`src/rtl/core/bit_count_unit_macros.svh`:
```
// Assertion macros for the bit count unit RTL.
`ifndef BIT_COUNT_UNIT_MACROS_SVH
`define BIT_COUNT_UNIT_MACROS_SVH

// Same-cycle implication, sampled on clk, off while rst_n is low.
`define BCU_ASSERT_NOW(lbl, ante, cons, msg) \
  lbl: assert property (@(posedge clk) disable iff (!rst_n) (ante) |-> (cons)) \
    else $error(msg);

// Next-cycle implication, sampled on clk, off while rst_n is low.
`define BCU_ASSERT_NEXT(lbl, ante, cons, msg) \
  lbl: assert property (@(posedge clk) disable iff (!rst_n) (ante) |=> (cons)) \
    else $error(msg);

`endif

```
`src/rtl/core/bcu_pkg.sv`:
```
// Types and constants for the bit count unit.
package bcu_pkg;

  localparam int unsigned OPND_W = 64;
  localparam int unsigned CNT_W  = 7;

  typedef enum logic [3:0] {
    OP_LZCNT   = 4'd0,
    OP_LONES   = 4'd1,
    OP_TZCNT   = 4'd2,
    OP_TONES   = 4'd3,
    OP_POPCNT  = 4'd4,
    OP_ZEROCNT = 4'd5,
    OP_SINGLE  = 4'd6,
    OP_WIDTH   = 4'd7,
    OP_FLOOR   = 4'd8,
    OP_CEIL    = 4'd9
  } op_t;

  typedef enum logic [1:0] {
    SZ_8  = 2'd0,
    SZ_16 = 2'd1,
    SZ_32 = 2'd2,
    SZ_64 = 2'd3
  } size_t;

  typedef struct packed {
    op_t                opcode;
    size_t              size_sel;
    logic [OPND_W-1:0]  operand;
  } in_item_t;

  typedef struct packed {
    logic [OPND_W-1:0]  result;
    logic               ceil_overflow;
  } out_item_t;

  // ones in each nibble value
  localparam logic [2:0] NIB_ONES [16] = '{
    3'd0, 3'd1, 3'd1, 3'd2, 3'd1, 3'd2, 3'd2, 3'd3,
    3'd1, 3'd2, 3'd2, 3'd3, 3'd2, 3'd3, 3'd3, 3'd4
  };

endpackage

```
`src/rtl/core/bcu_tzc.sv`:
```
// Trailing zero counter over a 64-bit word.
module bcu_tzc (
  input  logic [bcu_pkg::OPND_W-1:0] x,
  output logic [bcu_pkg::CNT_W-2:0]  idx,
  output logic                       zero
);
  import bcu_pkg::*;

  logic [OPND_W-1:0] low;

  // isolate the lowest set bit, then encode its position
  assign low  = x & (~x + OPND_W'(1));
  assign zero = (x == '0);

  always_comb begin
    idx = '0;
    for (int i = 0; i < OPND_W; i++) begin
      if (low[i]) begin
        idx = idx | (CNT_W-1)'(i);
      end
    end
  end

endmodule

```
`src/rtl/core/bcu_popcnt.sv`:
```
// Population count of a 64-bit word as a nibble table and adder tree.
module bcu_popcnt (
  input  logic [bcu_pkg::OPND_W-1:0] x,
  output logic [bcu_pkg::CNT_W-1:0]  cnt
);
  import bcu_pkg::*;

  logic [2:0] l0 [16];
  logic [3:0] l1 [8];
  logic [4:0] l2 [4];
  logic [5:0] l3 [2];

  always_comb begin
    for (int i = 0; i < 16; i++) begin
      l0[i] = NIB_ONES[x[4*i +: 4]];
    end
    for (int i = 0; i < 8; i++) begin
      l1[i] = 4'(l0[2*i]) + 4'(l0[2*i+1]);
    end
    for (int i = 0; i < 4; i++) begin
      l2[i] = 5'(l1[2*i]) + 5'(l1[2*i+1]);
    end
    for (int i = 0; i < 2; i++) begin
      l3[i] = 6'(l2[2*i]) + 6'(l2[2*i+1]);
    end
    cnt = 7'(l3[0]) + 7'(l3[1]);
  end

endmodule

```
`src/rtl/core/bcu_core.sv`:
```
// Combinational datapath: masks the operand and forms the selected bit utility.
module bcu_core (
  input  bcu_pkg::in_item_t  item,
  output bcu_pkg::out_item_t res
);
  import bcu_pkg::*;

  logic [CNT_W-1:0]  bits;
  logic [OPND_W-1:0] mask;
  logic [5:0]        align_sh;
  logic [OPND_W-1:0] v;
  logic [OPND_W-1:0] nv;
  logic [OPND_W-1:0] lead_src;
  logic [OPND_W-1:0] lead_aligned;
  logic [OPND_W-1:0] lead_rev;
  logic [OPND_W-1:0] trail_src;
  logic [CNT_W-2:0]  lead_idx;
  logic              lead_zero;
  logic [CNT_W-2:0]  trail_idx;
  logic              trail_zero;
  logic [CNT_W-1:0]  lead_cnt;
  logic [CNT_W-1:0]  trail_cnt;
  logic [CNT_W-1:0]  pop;
  logic [CNT_W-1:0]  w;
  logic              single;

  always_comb begin
    unique case (item.size_sel)
      SZ_8: begin
        bits = 7'd8;  mask = 64'h0000_0000_0000_00ff; align_sh = 6'd56;
      end
      SZ_16: begin
        bits = 7'd16; mask = 64'h0000_0000_0000_ffff; align_sh = 6'd48;
      end
      SZ_32: begin
        bits = 7'd32; mask = 64'h0000_0000_ffff_ffff; align_sh = 6'd32;
      end
      SZ_64: begin
        bits = 7'd64; mask = 64'hffff_ffff_ffff_ffff; align_sh = 6'd0;
      end
      default: begin
        bits = 7'd64; mask = 64'hffff_ffff_ffff_ffff; align_sh = 6'd0;
      end
    endcase
  end

  assign v  = item.operand & mask;
  assign nv = ~item.operand & mask;

  // leading count: top-align the field, reverse, count trailing zeros
  assign lead_src     = (item.opcode == OP_LONES) ? nv : v;
  assign lead_aligned = lead_src << align_sh;
  always_comb begin
    for (int i = 0; i < OPND_W; i++) begin
      lead_rev[i] = lead_aligned[OPND_W-1-i];
    end
  end
  assign trail_src = (item.opcode == OP_TONES) ? nv : v;

  bcu_tzc u_lead (.x(lead_rev),  .idx(lead_idx),  .zero(lead_zero));
  bcu_tzc u_trail (.x(trail_src), .idx(trail_idx), .zero(trail_zero));
  bcu_popcnt u_pop (.x(v), .cnt(pop));

  assign lead_cnt  = lead_zero  ? bits : {1'b0, lead_idx};
  assign trail_cnt = trail_zero ? bits : {1'b0, trail_idx};
  // lead unit sees v for every opcode that needs the width
  assign w      = bits - lead_cnt;
  assign single = (pop == 7'd1);

  always_comb begin
    res.result        = '0;
    res.ceil_overflow = 1'b0;
    unique case (item.opcode)
      OP_LZCNT, OP_LONES: res.result = OPND_W'(lead_cnt);
      OP_TZCNT, OP_TONES: res.result = OPND_W'(trail_cnt);
      OP_POPCNT:          res.result = OPND_W'(pop);
      OP_ZEROCNT:         res.result = OPND_W'(bits - pop);
      OP_SINGLE:          res.result = OPND_W'(single);
      OP_WIDTH:           res.result = OPND_W'(w);
      OP_FLOOR: begin
        if (!lead_zero) begin
          res.result = OPND_W'(1) << w[5:0] - 6'd1;
        end
      end
      OP_CEIL: begin
        if (v <= OPND_W'(1)) begin
          res.result = OPND_W'(1);
        end else if (single) begin
          res.result = v;
        end else if (w >= bits) begin
          res.ceil_overflow = 1'b1;
        end else begin
          res.result = OPND_W'(1) << w[5:0];
        end
      end
      default: begin
        res.result        = '0;
        res.ceil_overflow = 1'b0;
      end
    endcase
  end

endmodule

```
`src/rtl/core/bit_count_unit.sv`:
```
// Top level of the bit count unit: input register, datapath, result register.
`include "bit_count_unit_macros.svh"

// Bit count unit: one beat in, one beat out, for lzcnt/lones/tzcnt/tones,
// popcnt, zero count, single-bit test, bit width, bit floor and bit ceiling
// on an 8, 16, 32 or 64-bit operand. Throughput is one beat per cycle while
// out_stall is low. An accepted beat is held in the input register, and its
// result in the result register, with the bit utility computed in the single
// combinational stage between them. While a result waits under out_stall,
// the input register still takes one more beat before in_stall rises.
module bit_count_unit (
  input  logic                clk,
  input  logic                rst_n,
  input  logic                in_valid,
  output logic                in_stall,
  input  bcu_pkg::in_item_t   in_data,
  output logic                out_valid,
  input  logic                out_stall,
  output bcu_pkg::out_item_t  out_data
);
  import bcu_pkg::*;

  in_item_t  s1_r,     s1_nxt;
  logic      s1_v_r,   s1_v_nxt;
  out_item_t out_r,    out_nxt;
  logic      out_v_r,  out_v_nxt;
  out_item_t core_res;
  logic      out_free;
  logic      s1_free;
  logic      s1_adv;

  bcu_core u_core (.item(s1_r), .res(core_res));

  assign out_free = !out_v_r || !out_stall;
  assign s1_adv   = s1_v_r && out_free;
  assign s1_free  = !s1_v_r || out_free;
  assign in_stall = !s1_free;

  always_comb begin
    s1_nxt    = s1_r;
    s1_v_nxt  = s1_v_r;
    out_nxt   = out_r;
    out_v_nxt = out_v_r;
    if (out_free) begin
      out_v_nxt = s1_v_r;
      if (s1_v_r) begin
        out_nxt = core_res;
      end
    end
    if (s1_free) begin
      s1_v_nxt = in_valid;
      if (in_valid) begin
        s1_nxt = in_data;
      end
    end
  end

  always_ff @(posedge clk) begin
    if (!rst_n) begin
      s1_v_r  <= 1'b0;
      out_v_r <= 1'b0;
    end else begin
      s1_v_r  <= s1_v_nxt;
      out_v_r <= out_v_nxt;
    end
    s1_r  <= s1_nxt;
    out_r <= out_nxt;
  end

  assign out_valid = out_v_r;
  assign out_data  = out_r;

  `BCU_ASSERT_NOW(a_stall_full, in_stall, s1_v_r && out_v_r && out_stall, "stall while not full")
  `BCU_ASSERT_NEXT(a_adv_valid, s1_adv, out_v_r, "advanced beat lost")
  `BCU_ASSERT_NEXT(a_drain, out_v_r && !out_stall && !s1_v_r, !out_v_r, "result repeated")
  `BCU_ASSERT_NOW(a_ovf_zero, out_v_r && out_r.ceil_overflow, out_r.result == '0,
                  "overflow with nonzero result")

endmodule
```
`config.mk`:
```
export PLATFORM = sky130hd
export DESIGN_NAME = bit_count_unit
export DESIGN_NICKNAME = d
export VERILOG_FILES = /design/src/rtl/core/bcu_pkg.sv /design/src/rtl/core/bcu_tzc.sv /design/src/rtl/core/bcu_popcnt.sv /design/src/rtl/core/bcu_core.sv /design/src/rtl/core/bit_count_unit.sv
export VERILOG_INCLUDE_DIRS = /design/src /design/src/rtl/core
export SDC_FILE = /design/constraint.sdc
export NUM_CORES = 1
export LEC_CHECK = 0
export ABC_CLOCK_PERIOD_IN_PS = 12400
export BUFFER_PORTS_ARGS = -buffer_cell sky130_fd_sc_hd__buf_4
export CAP_MARGIN = 5
export CELL_PAD_IN_SITES_DETAIL_PLACEMENT = 1
export CELL_PAD_IN_SITES_GLOBAL_PLACEMENT = 1
export CORE_MARGIN = 2
export CORE_UTILIZATION = 30
export CTS_CLUSTER_DIAMETER = 80
export CTS_CLUSTER_SIZE = 20
export DETAILED_ROUTE_END_ITERATION = 8
export PLACE_DENSITY = 0.55
export SYNTH_ARGS = -nofsm -noshare
export SYNTH_HDL_FRONTEND = slang
export SYNTH_SLANG_ARGS = --single-unit
```
`constraint.sdc`:
```
create_clock -name clk -period 12.4 [get_ports clk]
set_clock_uncertainty 0.1 [all_clocks]
set_input_delay 2.48 -clock clk [delete_from_list [all_inputs] [get_ports clk]]
set_output_delay 2.48 -clock clk [all_outputs]
set_load 0.05 [all_outputs]
```
==> flow_metrics.py <==
metrics = {
    "setup_path": {
        "slowest_delay_ns": 0.93,
        "cp_max_fo": 45,
        "reg2regPathDepth": 28,
        "crit_path_start_kind": "flop",
        "cp.arrival_ns": 10.01,
        "end_kind": "flop",
        "cp_data_required_time_ns": 12.60,
        "cpMaxStageDelayCell": "edfxtp_1",
        "path_class": "reg -> reg",
    },
    "power_and_ir_drop": {
        "max-vdd-ir-drop_mv": 0.210,
        "power.density_nw_per_um2": 172,
        "leakage_nw": 7.01,
        "finalPower_mw": 3.28,
    },
    "grt": {
        "grt_max_degree": 82,
        "grt-ovfl-total": 0,
        "grt_pass1_vias": 17513,
        "grt_pass1_wl_mm": 124,
        "track_usage_pct": 29.3,
        "antenna_found_initial": 3,
    },
    "synth": {
        "synth-simple-area-share_pct": 24.1,
        "ys_types": 115,
        "netlist_instances": 2066,
        "synth-edff-count": 135,
        "synth_nets": 2261,
        "syn_avg_cell_area_um2": 8.18,
        "ys_seq_area_share_pct": 24.2,
        "synth_top_family_by_area": "simple AND/OR/NAND/NOR gates",
        "synth-main-ff-cell": "edfxtp_1",
        "syn-cell-area_um2": 16900,
        "ys_warn_count": 0,
        "synth_compound_area_share_pct": 23.4,
        "synth.area.mux_share_pct": 5.23,
        "ys_ff_latch": 137,
        "synth_fa_ha_area_share_pct": 10.8,
        "async_reset_ff_share_pct": 0,
        "yosys.area_share.xor_xnor_pct": 4.93,
    },
    "placement": {
        "place_ws_ns": 2.83,
        "port_buffers": 140,
        "place_area_um2": 18500,
        "dp_hpwl_mm": 65.3,
        "place.gp.congestion": 0.980,
    },
    "floorplan": {
        "ioPinCount": 141,
        "rows": 86,
        "fp.dieW_um": 241,
        "dieArea_um2": 58200,
        "die_y_um": 241,
        "start_util_pct": 30.5,
        "core_region_area_um2": 55400,
    },
    "sta": {
        "finalCritPeriodShare_pct": 79.1,
        "drv_slew": 0,
        "setup_violations": 0,
        "fin_setup_tns_ns": 0,
        "relSlewSlack_pct": 26.1,
        "min_period_ns": 9.80,
        "hold_violations": 0,
        "worst_slew_pin_slew_ns": 1.10,
        "grt_setup_unrepaired": "false",
        "setup_ws_ns": 2.60,
        "fmax_mhz": 102,
    },
    "clock_tree": {
        "cts_max_level": 4,
        "post_cts_buffers": 0,
        "cts_hold_buf": 0,
        "cts-resized-gates": 0,
        "clkTransAtPathRegs_ns": 0.06,
        "cts_buffers": 17,
        "clock_latency_ns": 0.47,
        "clock-sinks": 137,
        "cts_buffer_depth": 2,
        "cts-root-buf": "clkbuf_16",
        "cts_tree": "done",
    },
    "flow_run": {
        "maxCapViolCount": 0,
    },
    "final_layout": {
        "finish.instance_area_um2": 19100,
        "fin_util_pct": 34.5,
        "area_growth_pct": 13.3,
        "drive_gt1_share_pct": 15.0,
        "fin_nets": 2298,
        "diodes": 0,
    },
    "min_path": {
        "min_path_cells": 2,
        "holdCritPathClass": "reg -> reg",
    },
    "drt": {
        "wl_per_cell_um": 29.8,
        "via_per_inst": 6.11,
        "drt-total-wl_mm": 85.3,
        "ant_nets": 0,
        "first_pass_iters": 5,
        "drt_iter0_markers": 1731,
        "detailroute.via_count": 17506,
        "drc": 0,
    },
    "run_status": {
        "status": "finished, final reports clean",
    },
}
power breakdown:
| part | internal [mW] | total [mW] | switching (mW) | leakage (nW) |
|---|---|---|---|---|
| registers | 0.567 | 0.618 | 0.0508 | 1.29 |
| logic | 0.782 | 2.09 | 1.31 | 5.42 |
| clock network | 0.357 | 0.572 | 0.215 | 0.308 |
final timing paths:
check	from	end	slack, ns
worst max-delay path	s1_r[65]	out_data[35]	2.60
worst min-delay path	s1_v_r	out_valid	0.44
worst max register to register	s1_r[65]	out_data[35]	2.60
worst min register to register	s1_v_r	out_valid	0.44
flip-flops by register name, indices dropped and copies added (netlist names):
register   cells
out_valid      1
out_data      65
s1_v_r         1
s1_r          70
synthesized netlist by cell type (47+ instances only):
master	number	area [um^2]
inv_1	105	394
nand2_1	195	732
nor2_1	145	544
a21oi_1	116	581
xnor2_1	82	718
o21ai_0	103	515
ha_1	81	1010
clkbuf_1	110	413
nand4_1	47	294
nand3_1	91	455
nor3_1	82	410
mux2i_1	50	500
edfxtp_1	135	4050
cells by family (layout without fill, tap and decap cells):
group / Yosys count / after routing
AO/OA/AOI/OAI: 574 / 574
XOR/XNOR: 92 / 92
adder cells (fa/ha/maj): 122 / 122
buffers and inverters: 282 / 332
flip-flops: 137 / 137
multiplexers: 79 / 79
AND/OR/NAND/NOR: 780 / 780
cell type report:
class                   count  area, um^2
flip-flops and latches    137        4090
fillers                  6549       36300
repair buffers            191        1450
clock buffers              18         429
well taps                 748         936
clock inverters            14         221
multi-input cells        1647       11600
inverters                 109         410
stage by stage:
| stage | hold WS (ns) | instances |
|---|---|---|
| 2_1_floorplan | 0.366 | 2066 |
| 3_3_place_gp | 0.387 | 2832 |
| 3_5_place_dp | 0.436 | 2832 |
| 4_1_cts | 0.449 | 2864 |
| 5_1_grt | 0.529 | 2864 |
| 6_report | 0.436 | 2864 |
cell usage in the layout, fill, tap and decap left out, types with 15 or more instances in the layout:
cell,count
a22oi_1,17
inv_1,104
o21a_1,36
nor4_1,27
and3_1,26
o21ai_0,103
nor2_1,145
nand2_1,195
mux2i_1,50
nand2b_1,20
xnor2_1,82
a221oi_1,15
mux2_2,24
buf_4,190
nand3_1,91
nor3_1,82
ha_1,81
o21ai_1,27
a21oi_1,115
and2_1,25
clkbuf_16,17
edfxtp_1,135
fa_1,40
nand4_1,47
nor2b_1,16
o221ai_1,30
a31oi_1,40
o211ai_1,29
critical path, delay by kind of cell, from the launching register on:
family          cells  cell delay [ns]
simple gates       10             3.49
compound gates      9             2.39
buf+inv             5             1.49
flops               1             0.93
fa+ha+maj           2             0.68
mux                 2             0.51
routing by layer:
metal	global-route usage, %	vias up	part of all wire (%)
met4	12.2	2	4.2
met2	48.5	718	47
met5	0	-	0.016
li1	-	7762	-
met1	38.1	8885	43
met3	4.42	139	6.0
No activity file was read; power rests on OpenSTA's default activity.
